## config.mk

```make
export PLATFORM = sky130hd
export DESIGN_NAME = frame_idle_cache_evictor_flat
export DESIGN_NICKNAME = d
export VERILOG_FILES = /design/src/rtl/fice_pkg.sv /design/src/rtl/fice_if.sv /design/src/rtl/fice_ram.sv /design/src/rtl/fice_front.sv /design/src/rtl/fice_back.sv /design/src/rtl/frame_idle_cache_evictor.sv /design/src/flat_wrapper.sv
export SDC_FILE = /design/constraint.sdc
export NUM_CORES = 2
export LEC_CHECK = 0
export BUFFER_PORTS_ARGS = -buffer_cell sky130_fd_sc_hd__buf_2
export CAP_MARGIN = 15
export CORE_ASPECT_RATIO = 2
export CORE_MARGIN = 2
export CORE_UTILIZATION = 50
export DETAILED_ROUTE_END_ITERATION = 8
export MAX_ROUTING_LAYER = met4
export PLACE_DENSITY_LB_ADDON = 0.12
export SLEW_MARGIN = 30
export SYNTH_ARGS = -nofsm -noshare
export SYNTH_HDL_FRONTEND = slang
export SYNTH_MEMORY_MAX_BITS = 65536
export SYNTH_SLANG_ARGS = --single-unit
```

## constraint.sdc

```tcl
create_clock -name clk -period 9.7 [get_ports clk]
set_input_delay 0.485 -clock clk [delete_from_list [all_inputs] [get_ports clk]]
set_output_delay 0.485 -clock clk [all_outputs]
set_load 0.1 [all_outputs]
```

## src/rtl/fice_pkg.sv

```systemverilog
// shared types and constants for the frame idle cache evictor
package fice_pkg;

	localparam int unsigned ID_W    = 32;
	localparam int unsigned FRAME_W = 32;
	localparam int unsigned COUNT_W = 7;

	localparam logic [COUNT_W-1:0] COUNT_MAX      = 7'd127;
	localparam logic [FRAME_W-1:0] FRAME_ALL_ONES = 32'hFFFF_FFFF;
	localparam logic [FRAME_W-1:0] FRAME_RESTART  = 32'd1;
	localparam logic [FRAME_W-1:0] MAX_IDLE_RESET = 32'd60;

	// apb register map
	localparam int unsigned  PADDR_W          = 2;
	localparam logic [1:0]   REG_MAX_IDLE_ADDR = 2'd0;

	typedef enum logic [1:0] {
		OP_BEGIN  = 2'd0,
		OP_TOUCH  = 2'd1,
		OP_EVICT  = 2'd2,
		OP_INSERT = 2'd3
	} op_t;

	// one queued operation
	typedef struct packed {
		op_t             op;
		logic [ID_W-1:0] obj_id;
	} item_t;

	// tag ram word
	typedef struct packed {
		logic            valid;
		logic [ID_W-1:0] asset;
	} tag_t;

	typedef enum logic [2:0] {
		ST_CLEAR,
		ST_IDLE,
		ST_SCAN,
		ST_WRAP,
		ST_HOLD
	} back_state_t;

endpackage

```

## src/rtl/fice_if.sv

```systemverilog
// request and response channel interfaces

interface fice_req_if import fice_pkg::*; ();
	logic            valid;
	logic            ready;
	logic [1:0]      opcode;
	logic [ID_W-1:0] obj_id;

	modport source (output valid, output opcode, output obj_id, input ready);
	modport sink   (input valid, input opcode, input obj_id, output ready);
endinterface

interface fice_rsp_if import fice_pkg::*; ();
	logic               valid;
	logic               ready;
	logic               found;
	logic               table_full;
	logic [COUNT_W-1:0] evicted_count;
	logic [FRAME_W-1:0] current_frame;

	modport source (output valid, output found, output table_full, output evicted_count,
		output current_frame, input ready);
	modport sink   (input valid, input found, input table_full, input evicted_count,
		input current_frame, output ready);
endinterface

```

## src/rtl/fice_ram.sv

```systemverilog
// generic simple dual-port ram with registered read
module fice_ram #(
	parameter int unsigned WIDTH = 32,
	parameter int unsigned DEPTH = 64
) (
	input  logic                                   clk,
	input  logic                                   we,
	input  logic [((DEPTH > 1) ? $clog2(DEPTH) : 1)-1:0] waddr,
	input  logic [WIDTH-1:0]                       wdata,
	input  logic                                   re,
	input  logic [((DEPTH > 1) ? $clog2(DEPTH) : 1)-1:0] raddr,
	output logic [WIDTH-1:0]                       rdata
);

	logic [WIDTH-1:0] mem [DEPTH];

	// write port
	always_ff @(posedge clk) begin
		if (we) begin
			mem[waddr] <= wdata;
		end
	end

	// registered read port
	always_ff @(posedge clk) begin
		if (re) begin
			rdata <= mem[raddr];
		end
	end

endmodule

```

## src/rtl/fice_front.sv

```systemverilog
// front end: accepts request beats, decodes the opcode and queues them
module fice_front import fice_pkg::*; (
	input  logic            clk,
	input  logic            arst_n,
	fice_req_if.sink        req,
	output logic            q_valid,
	output item_t           q_item,
	input  logic            q_pop
);

	localparam int unsigned DEPTH = 2;

	item_t      slot_q [DEPTH];
	logic       wr_ptr_q;
	logic       rd_ptr_q;
	logic [1:0] cnt_q;
	logic       push;
	item_t      item_in;

	// classify the incoming beat
	always_comb begin
		item_in.obj_id = req.obj_id;
		unique case (req.opcode)
			OP_BEGIN: item_in.op = OP_BEGIN;
			OP_TOUCH: item_in.op = OP_TOUCH;
			OP_EVICT: item_in.op = OP_EVICT;
			default:  item_in.op = OP_INSERT;
		endcase
	end

	assign req.ready = (cnt_q != 2'(DEPTH));
	assign push      = req.valid && req.ready;
	assign q_valid   = (cnt_q != 2'd0);
	assign q_item    = slot_q[rd_ptr_q];

	// queue storage
	always_ff @(posedge clk) begin
		if (push) begin
			slot_q[wr_ptr_q] <= item_in;
		end
	end

	// queue pointers and fill count
	always_ff @(posedge clk or negedge arst_n) begin
		if (!arst_n) begin
			wr_ptr_q <= 1'b0;
			rd_ptr_q <= 1'b0;
			cnt_q    <= 2'd0;
		end else begin
			if (push) begin
				wr_ptr_q <= ~wr_ptr_q;
			end
			if (q_pop) begin
				rd_ptr_q <= ~rd_ptr_q;
			end
			if (push && !q_pop) begin
				cnt_q <= cnt_q + 2'd1;
			end else if (!push && q_pop) begin
				cnt_q <= cnt_q - 2'd1;
			end
		end
	end

endmodule

```

## src/rtl/fice_back.sv

```systemverilog
// back end: frame counter, entry table scans and response register
module fice_back import fice_pkg::*; #(
	parameter int unsigned ENTRIES = 64
) (
	input  logic               clk,
	input  logic               arst_n,
	input  logic               q_valid,
	input  item_t              q_item,
	output logic               q_pop,
	input  logic [FRAME_W-1:0] max_idle,
	fice_rsp_if.source         rsp
);

	localparam int unsigned IDX_W = (ENTRIES > 1) ? $clog2(ENTRIES) : 1;
	localparam int unsigned CNT_W = $clog2(ENTRIES + 1);
	localparam logic [CNT_W-1:0] CNT_LAST = CNT_W'(ENTRIES - 1);
	localparam logic [CNT_W-1:0] CNT_END  = CNT_W'(ENTRIES);
	localparam logic [IDX_W-1:0] IDX_LAST = IDX_W'(ENTRIES - 1);

	back_state_t        state_q, state_d;
	op_t                op_q;
	logic [ID_W-1:0]    id_q;
	logic [FRAME_W-1:0] frame_q;
	logic [CNT_W-1:0]   rd_cnt_q;
	logic               rv_s1;
	logic [IDX_W-1:0]   ridx_s1;
	logic               free_hit_q;
	logic [IDX_W-1:0]   free_idx_q;
	logic               res_found_q;
	logic               res_full_q;
	logic [COUNT_W-1:0] res_count_q;
	logic               out_valid_q;
	logic               out_found_q;
	logic               out_full_q;
	logic [COUNT_W-1:0] out_count_q;
	logic [FRAME_W-1:0] out_frame_q;

	// ram ports
	logic               tag_we, stamp_we, rd_issue;
	logic [IDX_W-1:0]   tag_waddr, stamp_waddr, rd_addr;
	tag_t               tag_wdata, tag_rd;
	logic [FRAME_W-1:0] stamp_wdata, stamp_rd;

	// scan decode
	logic               hit, idle, last, is_free, free_avail, scan_done, evict_now;
	logic               out_free, load_out;
	logic [IDX_W-1:0]   free_sel;
	logic [FRAME_W-1:0] age;

	fice_ram #(.WIDTH($bits(tag_t)), .DEPTH(ENTRIES)) u_tag_ram (
		.clk   (clk),
		.we    (tag_we),
		.waddr (tag_waddr),
		.wdata (tag_wdata),
		.re    (rd_issue),
		.raddr (rd_addr),
		.rdata (tag_rd)
	);

	fice_ram #(.WIDTH(FRAME_W), .DEPTH(ENTRIES)) u_stamp_ram (
		.clk   (clk),
		.we    (stamp_we),
		.waddr (stamp_waddr),
		.wdata (stamp_wdata),
		.re    (rd_issue),
		.raddr (rd_addr),
		.rdata (stamp_rd)
	);

	// per-entry decode of the word returned by the rams
	always_comb begin
		age        = frame_q - stamp_rd;
		hit        = tag_rd.valid && (tag_rd.asset == id_q);
		idle       = (frame_q > stamp_rd) && (age > max_idle);
		last       = (ridx_s1 == IDX_LAST);
		is_free    = !tag_rd.valid;
		free_avail = free_hit_q || is_free;
		free_sel   = free_hit_q ? free_idx_q : ridx_s1;
		evict_now  = rv_s1 && (op_q == OP_EVICT) && tag_rd.valid && idle;
		scan_done  = rv_s1 && (((op_q != OP_EVICT) && hit) || last);
		out_free   = !out_valid_q || rsp.ready;
	end

	// next state
	always_comb begin
		state_d = state_q;
		unique case (state_q)
			ST_CLEAR: begin
				if (rd_cnt_q == CNT_LAST) state_d = ST_IDLE;
			end
			ST_IDLE: begin
				if (q_valid) begin
					if (q_item.op == OP_BEGIN) begin
						state_d = (frame_q == FRAME_ALL_ONES) ? ST_WRAP : ST_HOLD;
					end else begin
						state_d = ST_SCAN;
					end
				end
			end
			ST_SCAN: begin
				if (scan_done) state_d = ST_HOLD;
			end
			ST_WRAP: begin
				if (rd_cnt_q == CNT_LAST) state_d = ST_HOLD;
			end
			ST_HOLD: begin
				if (out_free) state_d = ST_IDLE;
			end
			default: state_d = ST_IDLE;
		endcase
	end

	// ram control and handshakes
	always_comb begin
		q_pop       = 1'b0;
		rd_issue    = 1'b0;
		rd_addr     = rd_cnt_q[IDX_W-1:0];
		tag_we      = 1'b0;
		tag_waddr   = ridx_s1;
		tag_wdata   = '0;
		stamp_we    = 1'b0;
		stamp_waddr = ridx_s1;
		stamp_wdata = frame_q;
		load_out    = 1'b0;
		unique case (state_q)
			ST_CLEAR: begin
				tag_we    = 1'b1;
				tag_waddr = rd_cnt_q[IDX_W-1:0];
			end
			ST_IDLE: begin
				q_pop = q_valid;
			end
			ST_SCAN: begin
				rd_issue = (rd_cnt_q < CNT_END);
				if (rv_s1) begin
					case (op_q)
						OP_TOUCH: begin
							stamp_we = hit;
						end
						OP_INSERT: begin
							if (hit) begin
								stamp_we = 1'b1;
							end else if (last && free_avail) begin
								tag_we      = 1'b1;
								tag_waddr   = free_sel;
								tag_wdata   = '{valid: 1'b1, asset: id_q};
								stamp_we    = 1'b1;
								stamp_waddr = free_sel;
							end
						end
						OP_EVICT: begin
							if (evict_now) begin
								tag_we    = 1'b1;
								tag_wdata = '{valid: 1'b0, asset: tag_rd.asset};
							end
						end
						default: ;
					endcase
				end
			end
			ST_WRAP: begin
				stamp_we    = 1'b1;
				stamp_waddr = rd_cnt_q[IDX_W-1:0];
				stamp_wdata = FRAME_RESTART;
			end
			ST_HOLD: begin
				load_out = out_free;
			end
			default: ;
		endcase
	end

	// control registers
	always_ff @(posedge clk or negedge arst_n) begin
		if (!arst_n) begin
			state_q     <= ST_CLEAR;
			frame_q     <= '0;
			rd_cnt_q    <= '0;
			rv_s1       <= 1'b0;
			out_valid_q <= 1'b0;
		end else begin
			state_q <= state_d;
			rv_s1   <= rd_issue;
			if (state_q == ST_CLEAR || state_q == ST_WRAP || rd_issue) begin
				rd_cnt_q <= rd_cnt_q + CNT_W'(1);
			end else if (q_pop) begin
				rd_cnt_q <= '0;
			end
			if (q_pop && q_item.op == OP_BEGIN) begin
				frame_q <= (frame_q == FRAME_ALL_ONES) ? FRAME_RESTART : frame_q + 32'd1;
			end
			if (load_out) begin
				out_valid_q <= 1'b1;
			end else if (rsp.ready) begin
				out_valid_q <= 1'b0;
			end
		end
	end

	// item and result payload
	always_ff @(posedge clk) begin
		ridx_s1 <= rd_addr;
		if (q_pop) begin
			op_q        <= q_item.op;
			id_q        <= q_item.obj_id;
			free_hit_q  <= 1'b0;
			res_found_q <= 1'b0;
			res_full_q  <= 1'b0;
			res_count_q <= '0;
		end else if (state_q == ST_SCAN && rv_s1) begin
			if (op_q == OP_INSERT && !hit && is_free && !free_hit_q) begin
				free_hit_q <= 1'b1;
				free_idx_q <= ridx_s1;
			end
			if ((op_q == OP_TOUCH || op_q == OP_INSERT) && hit) begin
				res_found_q <= 1'b1;
			end else if (op_q == OP_INSERT && last) begin
				res_found_q <= free_avail;
				res_full_q  <= !free_avail;
			end
			if (evict_now && res_count_q != COUNT_MAX) begin
				res_count_q <= res_count_q + 7'd1;
			end
		end
		if (load_out) begin
			out_found_q <= res_found_q;
			out_full_q  <= res_full_q;
			out_count_q <= res_count_q;
			out_frame_q <= frame_q;
		end
	end

	assign rsp.valid         = out_valid_q;
	assign rsp.found         = out_found_q;
	assign rsp.table_full    = out_full_q;
	assign rsp.evicted_count = out_count_q;
	assign rsp.current_frame = out_frame_q;

endmodule

```

## src/rtl/frame_idle_cache_evictor.sv

```systemverilog
// top level of the frame idle cache evictor
//
// Asset cache table with frame-based idle eviction. Request beats carry an opcode (begin
// frame, touch, evict idle, insert) and an asset id; every request yields exactly one
// response beat with found, table_full, evicted_count and the frame counter after the
// operation. A two-deep request queue lets new beats in while the table engine is busy,
// and a response register holds a finished beat while the next one is being worked on.
// The table sits in two single-write, single-read rams and is walked one entry per cycle
// through their read port. A begin frame only steps the counter, and when the counter
// wraps every stamp is rewritten to 1; a touch or insert that hits entry k stops the walk
// there; a touch miss, an insert of a new id and an evict walk the whole table.
// After reset the engine clears every entry of the tag ram before it takes its
// first request; the queue fills meanwhile and the idle limit register (apb offset
// 0, reset 60) can be written at any time the engine is idle.
module frame_idle_cache_evictor import fice_pkg::*; #(
	parameter int unsigned ENTRIES = 64
) (
	input  logic               clk,
	input  logic               arst_n,
	input  logic               psel,
	input  logic               penable,
	input  logic               pwrite,
	input  logic [PADDR_W-1:0] paddr,
	input  logic [31:0]        pwdata,
	output logic [31:0]        prdata,
	output logic               pready,
	fice_req_if.sink           req,
	fice_rsp_if.source         rsp
);

	logic [FRAME_W-1:0] max_idle_q;
	logic               q_valid;
	logic               q_pop;
	item_t              q_item;

	// configuration register
	assign pready = 1'b1;
	assign prdata = (paddr == REG_MAX_IDLE_ADDR) ? max_idle_q : 32'd0;

	always_ff @(posedge clk or negedge arst_n) begin
		if (!arst_n) begin
			max_idle_q <= MAX_IDLE_RESET;
		end else if (psel && penable && pwrite && pready && paddr == REG_MAX_IDLE_ADDR) begin
			max_idle_q <= pwdata;
		end
	end

	fice_front u_front (
		.clk     (clk),
		.arst_n  (arst_n),
		.req     (req),
		.q_valid (q_valid),
		.q_item  (q_item),
		.q_pop   (q_pop)
	);

	fice_back #(.ENTRIES(ENTRIES)) u_back (
		.clk      (clk),
		.arst_n   (arst_n),
		.q_valid  (q_valid),
		.q_item   (q_item),
		.q_pop    (q_pop),
		.max_idle (max_idle_q),
		.rsp      (rsp)
	);

	// back end only drains the queue when something is there
	a_pop_needs_item: assert property (@(posedge clk) disable iff (!arst_n)
		q_pop |-> q_valid)
		else $error("queue popped while empty");

	// the engine never starts two operations back to back
	a_pop_spacing: assert property (@(posedge clk) disable iff (!arst_n)
		q_pop |=> !q_pop)
		else $error("two operations started back to back");

	// found and table_full never come together
	a_found_full: assert property (@(posedge clk) disable iff (!arst_n)
		rsp.valid |-> !(rsp.found && rsp.table_full))
		else $error("response flags both found and full");

	// only an evict reports a count, and it never sets the lookup flags
	a_count_alone: assert property (@(posedge clk) disable iff (!arst_n)
		(rsp.valid && (rsp.found || rsp.table_full)) |-> (rsp.evicted_count == '0))
		else $error("eviction count on a lookup response");

endmodule
```

## src/flat_wrapper.sv

```systemverilog
// flat-port wrapper written by rule: the top's interface ports become plain ports
module frame_idle_cache_evictor_flat import fice_pkg::*;
#(
	parameter int unsigned ENTRIES = 64
)
  (clk, arst_n, psel, penable, pwrite, paddr, pwdata, prdata, pready, req_valid, req_opcode, req_obj_id, req_ready, rsp_valid, rsp_found, rsp_table_full, rsp_evicted_count, rsp_current_frame, rsp_ready);
  fice_req_if req_i ();
  fice_rsp_if rsp_i ();
  input  logic clk;
  input  logic arst_n;
  input  logic psel;
  input  logic penable;
  input  logic pwrite;
  input  logic [PADDR_W-1:0] paddr;
  input  logic [31:0] pwdata;
  output logic [31:0] prdata;
  output logic pready;
  input wire logic [$bits(req_i.valid)-1:0] req_valid;
  input wire logic [$bits(req_i.opcode)-1:0] req_opcode;
  input wire logic [$bits(req_i.obj_id)-1:0] req_obj_id;
  output wire logic [$bits(req_i.ready)-1:0] req_ready;
  output wire logic [$bits(rsp_i.valid)-1:0] rsp_valid;
  output wire logic [$bits(rsp_i.found)-1:0] rsp_found;
  output wire logic [$bits(rsp_i.table_full)-1:0] rsp_table_full;
  output wire logic [$bits(rsp_i.evicted_count)-1:0] rsp_evicted_count;
  output wire logic [$bits(rsp_i.current_frame)-1:0] rsp_current_frame;
  input wire logic [$bits(rsp_i.ready)-1:0] rsp_ready;
  assign req_i.valid = req_valid;
  assign req_i.opcode = req_opcode;
  assign req_i.obj_id = req_obj_id;
  assign req_ready = req_i.ready;
  assign rsp_valid = rsp_i.valid;
  assign rsp_found = rsp_i.found;
  assign rsp_table_full = rsp_i.table_full;
  assign rsp_evicted_count = rsp_i.evicted_count;
  assign rsp_current_frame = rsp_i.current_frame;
  assign rsp_i.ready = rsp_ready;
  frame_idle_cache_evictor #(.ENTRIES(ENTRIES)) u_core (.clk(clk), .arst_n(arst_n), .psel(psel), .penable(penable), .pwrite(pwrite), .paddr(paddr), .pwdata(pwdata), .prdata(prdata), .pready(pready), .req(req_i), .rsp(rsp_i));
endmodule
```

Word-level counts from Yosys, hierarchy flattened
Memory sizes are Yosys's and may differ from the RTL's. A register that Yosys moved wholly into a read port is not among the register bits. Cells that the tools add are included. W data, S select, Z words.

Flip-flop bits (word level): 177. Memories: 3. Output and inout port bits: 76. Bits of input ports: 75. Word-level logic and storage cells: 160. ROM bits: 0. Memory bits (writable): 4228. Bits in latches: 0.

Memories: u_core.u_back.u_tag_ram.mem (words 64, width 33, read ports 1, clocked after Yosys merged registers in 1, write ports 1, line fice_ram.sv:15) `logic [WIDTH-1:0] mem [DEPTH];`; u_core.u_back.u_stamp_ram.mem (words 64, width 32, read ports 1, clocked after Yosys merged registers in 1, write ports 1, line fice_ram.sv:15); u_core.u_front.slot_q (words 2, width 34, read ports 1, clocked after Yosys merged registers in 0, write ports 1, line fice_front.sv:13) `item_t slot_q [DEPTH];`.

Add/sub/neg operators: 6. Shift operators: 0. Muxes and demuxes: 52. Order comparisons: 3. $mul: 0. Divide/modulo/power cells: 0. Bitwise logic cells: 4. Reductions and logical operators: 50. Eq/ne operators: 21.

Operator list (number): $mux W33 (4); $mux W32 (4); $pmux W33 S2 (1); $gt A32 B32 Y1 (2); $add A32 B1 Y32 const B (1); $eq A32 B32 Y1 (1); $eq A32 B32 Y1 const B (1); $sub A32 B32 Y32 (1); $mux W6 (5); $pmux W6 S2 (2); $logic_and A1 B1 Y1 (22); $mux W3 (7); $mux W1 (19); $pmux W3 S5 (1); $add A7 B1 Y7 const B (2); $mux W7 (2); $ne A2 B2 Y1 const B (7); $reduce_bool A2 Y1 (5); $pmux W1 S2 (4); $eq A7 B6 Y1 const B (1); $logic_not A1 Y1 (7); $lt A7 B7 Y1 const B (1); $ne A7 B7 Y1 const B (1); $eq A2 B2 Y1 const B (3); 16 further kinds (32).

Longest topological paths before layout
Depth after elaboration: 10. Gate-level depth with buffers: 24. Gate-level depth less buffers: 22.

Hierarchy
From an unflattened synthesis, not the netlist that was laid out.

Cells, all modules: 8109. Area total of the unflattened synthesis: 173800.4 µm².

By module, submodules not included: fice_ram (u_core.u_back.u_tag_ram) (cells an instance 3598, times used 1, sequential area each 64411.8 µm², area each 81523.2 µm²); fice_ram (u_core.u_back.u_stamp_ram) (cells an instance 3324, times used 1, sequential area each 62459.9 µm², area each 78833.1 µm²); fice_back (cells an instance 954, times used 1, sequential area each 3853.7 µm², area each 9047.4 µm²); fice_front (cells an instance 126, times used 1, sequential area each 2142.1 µm², area each 2806.4 µm²); frame_idle_cache_evictor (cells an instance 107, times used 1, sequential area each 805.8 µm², area each 1590.3 µm²).

Worst setup path before layout
Ideal clock, no wire load.

Kind: register -> register. From: register u_core.u_back.frame_q[17]. To: memory u_core.u_back.u_tag_ram.mem[13][0] (netlist name) (enable). Data arrival time: 7.724 ns. Library setup time: 0.518 ns. Path buffers: 1. Required time: 9.182 ns. Stages on the path, launching flop included: 21. Period minus slack after synthesis: 8.242 ns. Slack: 1.458 ns. Cell sequence: dfrtp_1 ha_1 a2111oi_0 o21ai_0 a31o_2 a221oi_1 a21oi_1 a21bo_2 a21o_1 a21oi_1 xnor2_1 ha_1 nand4_1 or3_1 o21ai_0 a21oi_1 a21oi_1 and2_1 buf_2 a31oi_4 nor4b_1.

Word-level cells in the longest chain between the ends: 10. Elaborated cells between the ends (all ways): 11. Those cells by class: add/sub: 1; order compare: 2; mux: 6; reduce/logical: 2.

Ends and longest elaborated chain: start: declaration (line fice_back.sv:23) `logic [FRAME_W-1:0] frame_q;`; start signal: assignment (line fice_back.sv:190) `frame_q <= (frame_q == FRAME_ALL_ONES) ? FRAME_RESTART : frame_q + 32'd1;`; $sub A32 B32 Y32 (line fice_back.sv:72) `age = frame_q - stamp_rd;`; $gt A32 B32 Y1 (line fice_back.sv:74) `idle = (frame_q > stamp_rd) && (age > max_idle);`; $logic_and A1 B1 Y1 * (line fice_back.sv:74); $logic_and A1 B1 Y1 * (line fice_back.sv:79) `evict_now = rv_s1 && (op_q == OP_EVICT) && tag_rd.valid && idle;`; $mux W1 * (line fice_back.sv:152) `if (evict_now) begin`; $pmux W1 S2 * (line fice_back.sv:136) `case (op_q)`; $mux W1 * (line fice_back.sv:135) `if (rv_s1) begin`; $pmux W1 S2 * (line fice_back.sv:125) `unique case (state_q)`; $mux W1 * (line fice_ram.sv:19) `if (we) begin`; $mux W1 (implied by the code) * (line fice_ram.sv:20) `mem[waddr] <= wdata;`; end: declaration (line fice_ram.sv:15).

Every way passes the cells marked *; elsewhere a longest branch is shown, timed or not.

==> summary.md <==
| Metric | Value |
|---|---|
| Number of synthesis warnings | `0` |
| Layout cells sized above 1 | `0.326` |
| Seq/Total Area, Yosys | `0.773` |
| Tmin final | `7.21 ns` |
| Global route overflow | `0` |
| Slew at the pin closest to its max-slew limit | `1.19 ns` |
| RR Endpoint | `u_core.u_back.u_tag_ram.mem[60][31]` |
| Initial Util | `0.502` |
| Synth Register Bits | `4,470` |
| Routed Antenna Nets | `0` |
| Most instantiated cells after synthesis | `edfxtp_1, mux4_2, clkbuf_1` |
| Drt via density | `6.12` |
| CTS Buf Count | `389` |
| Crit Path Max Fanout | `39` |
| RSZ-0062 raised after global routing | `no` |
| Gpl congestion | `0.900` |
| Placed Cells | `12,000` |
| Crit share post-route | `0.744` |
| Distinct cells, synth | `74` |
| Cell Pwr Density | `191 nW/um2` |
| Slew headroom | `0.203` |
| Max-cap violations | `0` |
| Fin. Hold Viols | `0` |
| Die height | `836 um` |
| Routed wire per std cell | `36.4 um` |
| Critical path required time | `10.44 ns` |
| Post-Syn Instances | `7,349` |
| Critical path origin | `u_core.u_back.frame_q[0]` |
| Final setup viols | `0` |
| GRT Overall Usage | `0.280` |
| # clock sinks | `4,470` |
| First-pass GRT wire length | `659 mm` |
| Sw frac | `0.197` |
| P&R area growth vs syn | `13.6%` |
| WP data arrival | `7.95 ns` |
| Routed vias | `79,500` |
| Seq pwr share | `0.561` |
| Total power | `37.4 mW` |
| Clk_lat worst skew | `0.99 ns` |
| Clock Tree Buf Depth | `4` |
| Worst Setup EP | `u_core.u_back.u_tag_ram.mem[60][31]` |
| Mapped cell area | `173,000 um2` |
| I/O pin count | `151` |
| Clock transition at path regs | `0.07 ns` |
| Worst reg2reg startpoint | `u_core.u_back.frame_q[0]` |
| CP startpoint kind | `flip-flop` |
| Power share of the clock group | `0.427` |
| Initial antenna violation count | `29` |
| Initial DRC Count | `7,296` |
| Main synth FF type | `edfxtp_1` |
| Status | `finished clean` |
| Peak supply drop | `0.182 mV` |
| CTS tree | `built` |
| R2r setup slk | `2.49 ns` |
| HP Class | `in2async` |
| Worst setup EP type | `flip-flop` |
| DRT Pass-1 Iters | `6` |
| Post-CTS Setup Bufs | `0` |
| Core ar. | `345,000 um2` |
| IO buf count | `149` |
| Layout Cells excl Fill | `13,000` |
| CTS root buf | `clkbuf_16` |
| Pint | `30.1 mW` |
| Top-count cell post-synth | `edfxtp_1` |
| Worst Reg2Reg Path Length in Cells | `22` |
| NetSw | `7.39 mW` |
| Max-slew violation count | `0` |
| Post-DP HPWL | `306 mm` |
| Mean Syn Cell Area | `23.5 um2` |
| Drt total wl | `472 mm` |
| Die area | `351,000 um2` |
| DRC viols | `0` |
| H-tree depth | `5` |
| Share of Yosys cell area claimed by the top area cell type | `0.759` |
| Largest net degree at the start of global routing | `138` |
| Layout Nets | `8,040` |
| Combinational power share | `0.011` |
| Synth Net Count | `7,493` |
| CP Class | `reg2reg` |
| Asr flop ratio synth | `0.0179` |
| EDFF count, synth | `4,374` |
| Leakage dissipation | `50.9 nW` |
| Fmax | `139 MHz` |
| Die W | `420 um` |
| Row cnt | `305` |
| Skew final | `0.0760 ns` |
| Setup TNS | `0 ns` |
| Vias in the first global route | `84,100` |
| Area leader, netlist | `edfxtp_1` |
| Top area cells in the synthesized netlist | `edfxtp_1, mux4_2, dfrtp_1` |
[registers in the layout (all words and copies together) (netlist names), 2 cells and up]
signal and cells:
u_core.u_back.u_stamp_ram.mem 2048, u_core.u_back.rd_cnt_q 7, u_core.u_back.free_idx_q 6, u_core.u_back.u_tag_ram.rdata 33, u_core.u_back.res_count_q 7, u_core.u_front.slot_q 68
u_core.u_back.op_q 2, u_core.u_back.u_tag_ram.mem 2112, u_core.u_back.state_q 3, u_core.max_idle_q 32, u_core.u_back.frame_q 32, u_core.u_back.rsp.current_frame 32
u_core.u_back.id_q 32, u_core.u_back.ridx_s1 6, u_core.u_back.rsp.evicted_count 7, u_core.u_back.u_stamp_ram.rdata 32, u_core.u_front.cnt_q 2
[power groups by stage]
stage | logic [mW] | registers (mW) | clock network, mW
2_1_floorplan | 0.244 | 21.4 | 0
3_3_place_gp | 0.388 | 21.4 | 0
3_5_place_dp | 0.400 | 21.4 | 0
4_1_cts | 0.428 | 21.0 | 16.3
5_1_grt | 0.448 | 21.0 | 17.0
6_report | 0.421 | 21.0 | 16.0
[worst min path at each step]
stage	from	end	slack [ns]	cells after the start
final	arst_n	u_core.u_back.rd_cnt_q[1]	0.08	2
after global routing	arst_n	u_core.u_back.rd_cnt_q[0]	0.09	2
after CTS	arst_n	u_core.u_back.rd_cnt_q[1]	0.02	2
after detailed placement	u_core.u_back.res_found_q	u_core.u_back.rsp.found	0.44	0
after global placement	u_core.u_back.res_found_q	u_core.u_back.rsp.found	0.43	0
after floorplan	arst_n	u_core.max_idle_q[0]	0.19	0
[per-layer routing]
metal	vias to the layer above	GRT usage	routed length (um)
met4	0	0.137	26100
met2	2292	0.522	274000
met3	698	0.0283	18200
met5	-	-	0
li1	32700	-	-
met1	43800	0.290	154000
[cell usage in the layout (no fill, tap or decap), types with 52 or more instances in the layout]
master	count
edfxtp_1	4374
mux4_2	1365
clkbuf_16	394
buf_4	261
diode_2	163
buf_2	148
nand2_1	111
nor2_4	99
inv_1	85
clkinv_2	72
dfrtp_1	72
clkinv_1	71
ha_1	68
dlygate4sd3_1	68
nor2_1	61
o21ai_0	60
clkbuf_1	59
bufinv_16	54
a21oi_1	52
[metrics by stage]
step	instance area, um2	setup WS, ns	util	hold WS, ns
finish	196000	2.49	0.570	0.0822
global route	196000	2.09	0.570	0.0906
CTS	196000	2.55	0.569	0.0177
detailed placement	182000	2.57	0.529	0.435
global placement	182000	2.42	0.527	0.429
floorplan	173000	1.46	-	0.189
[critical path: stages, from the launching register on]
cell and delay (ns):
dfrtp_1 0.43, inv_1 0.14, ha_1 0.26, fa_1 0.40, nand2b_1 0.18, a21oi_1 0.21, o31a_1 0.35, a31oi_1 0.19
o31ai_1 0.38, a21oi_1 0.16, o211ai_1 0.22, a21oi_1 0.12, xnor2_1 0.15, ha_1 0.29, nand4_1 0.12, nor4_1 0.47
o41ai_1 0.20, a21oi_1 0.40, and2_2 0.26, buf_4 0.46, a22oi_1 0.24, nor2_4 0.81, buf_4 0.40
[final cells by class]
class	instances	area, um2
fill	25100	148000
clock inverter	249	2810
sequential	4470	134000
clock buffer	458	10100
inverter	88	343
tap	4605	5760
multi-input combinational	2424	38900
timing repair buffer	523	4470
antenna	163	408
[cell families (layout without fill, tap and decap cells)]
group	count (synthesis)	count (layout)	synth area share
simple gates	611	611	0.0179
flops	4470	4470	0.773
mux	1402	1402	0.180
xor+xnor	90	90	0.00456
fa+ha+maj	69	69	0.00503
other cells	1	164	0.0000217
buf+inv	455	1318	0.0100
compound gates	251	251	0.00959
[timing repair]
action	4_1_cts	5_1_grt
endpoints found under the hold margin	129	0
hold buffers	68	0
gates resized for setup	0	0
(Power assumes the default switching activity.)
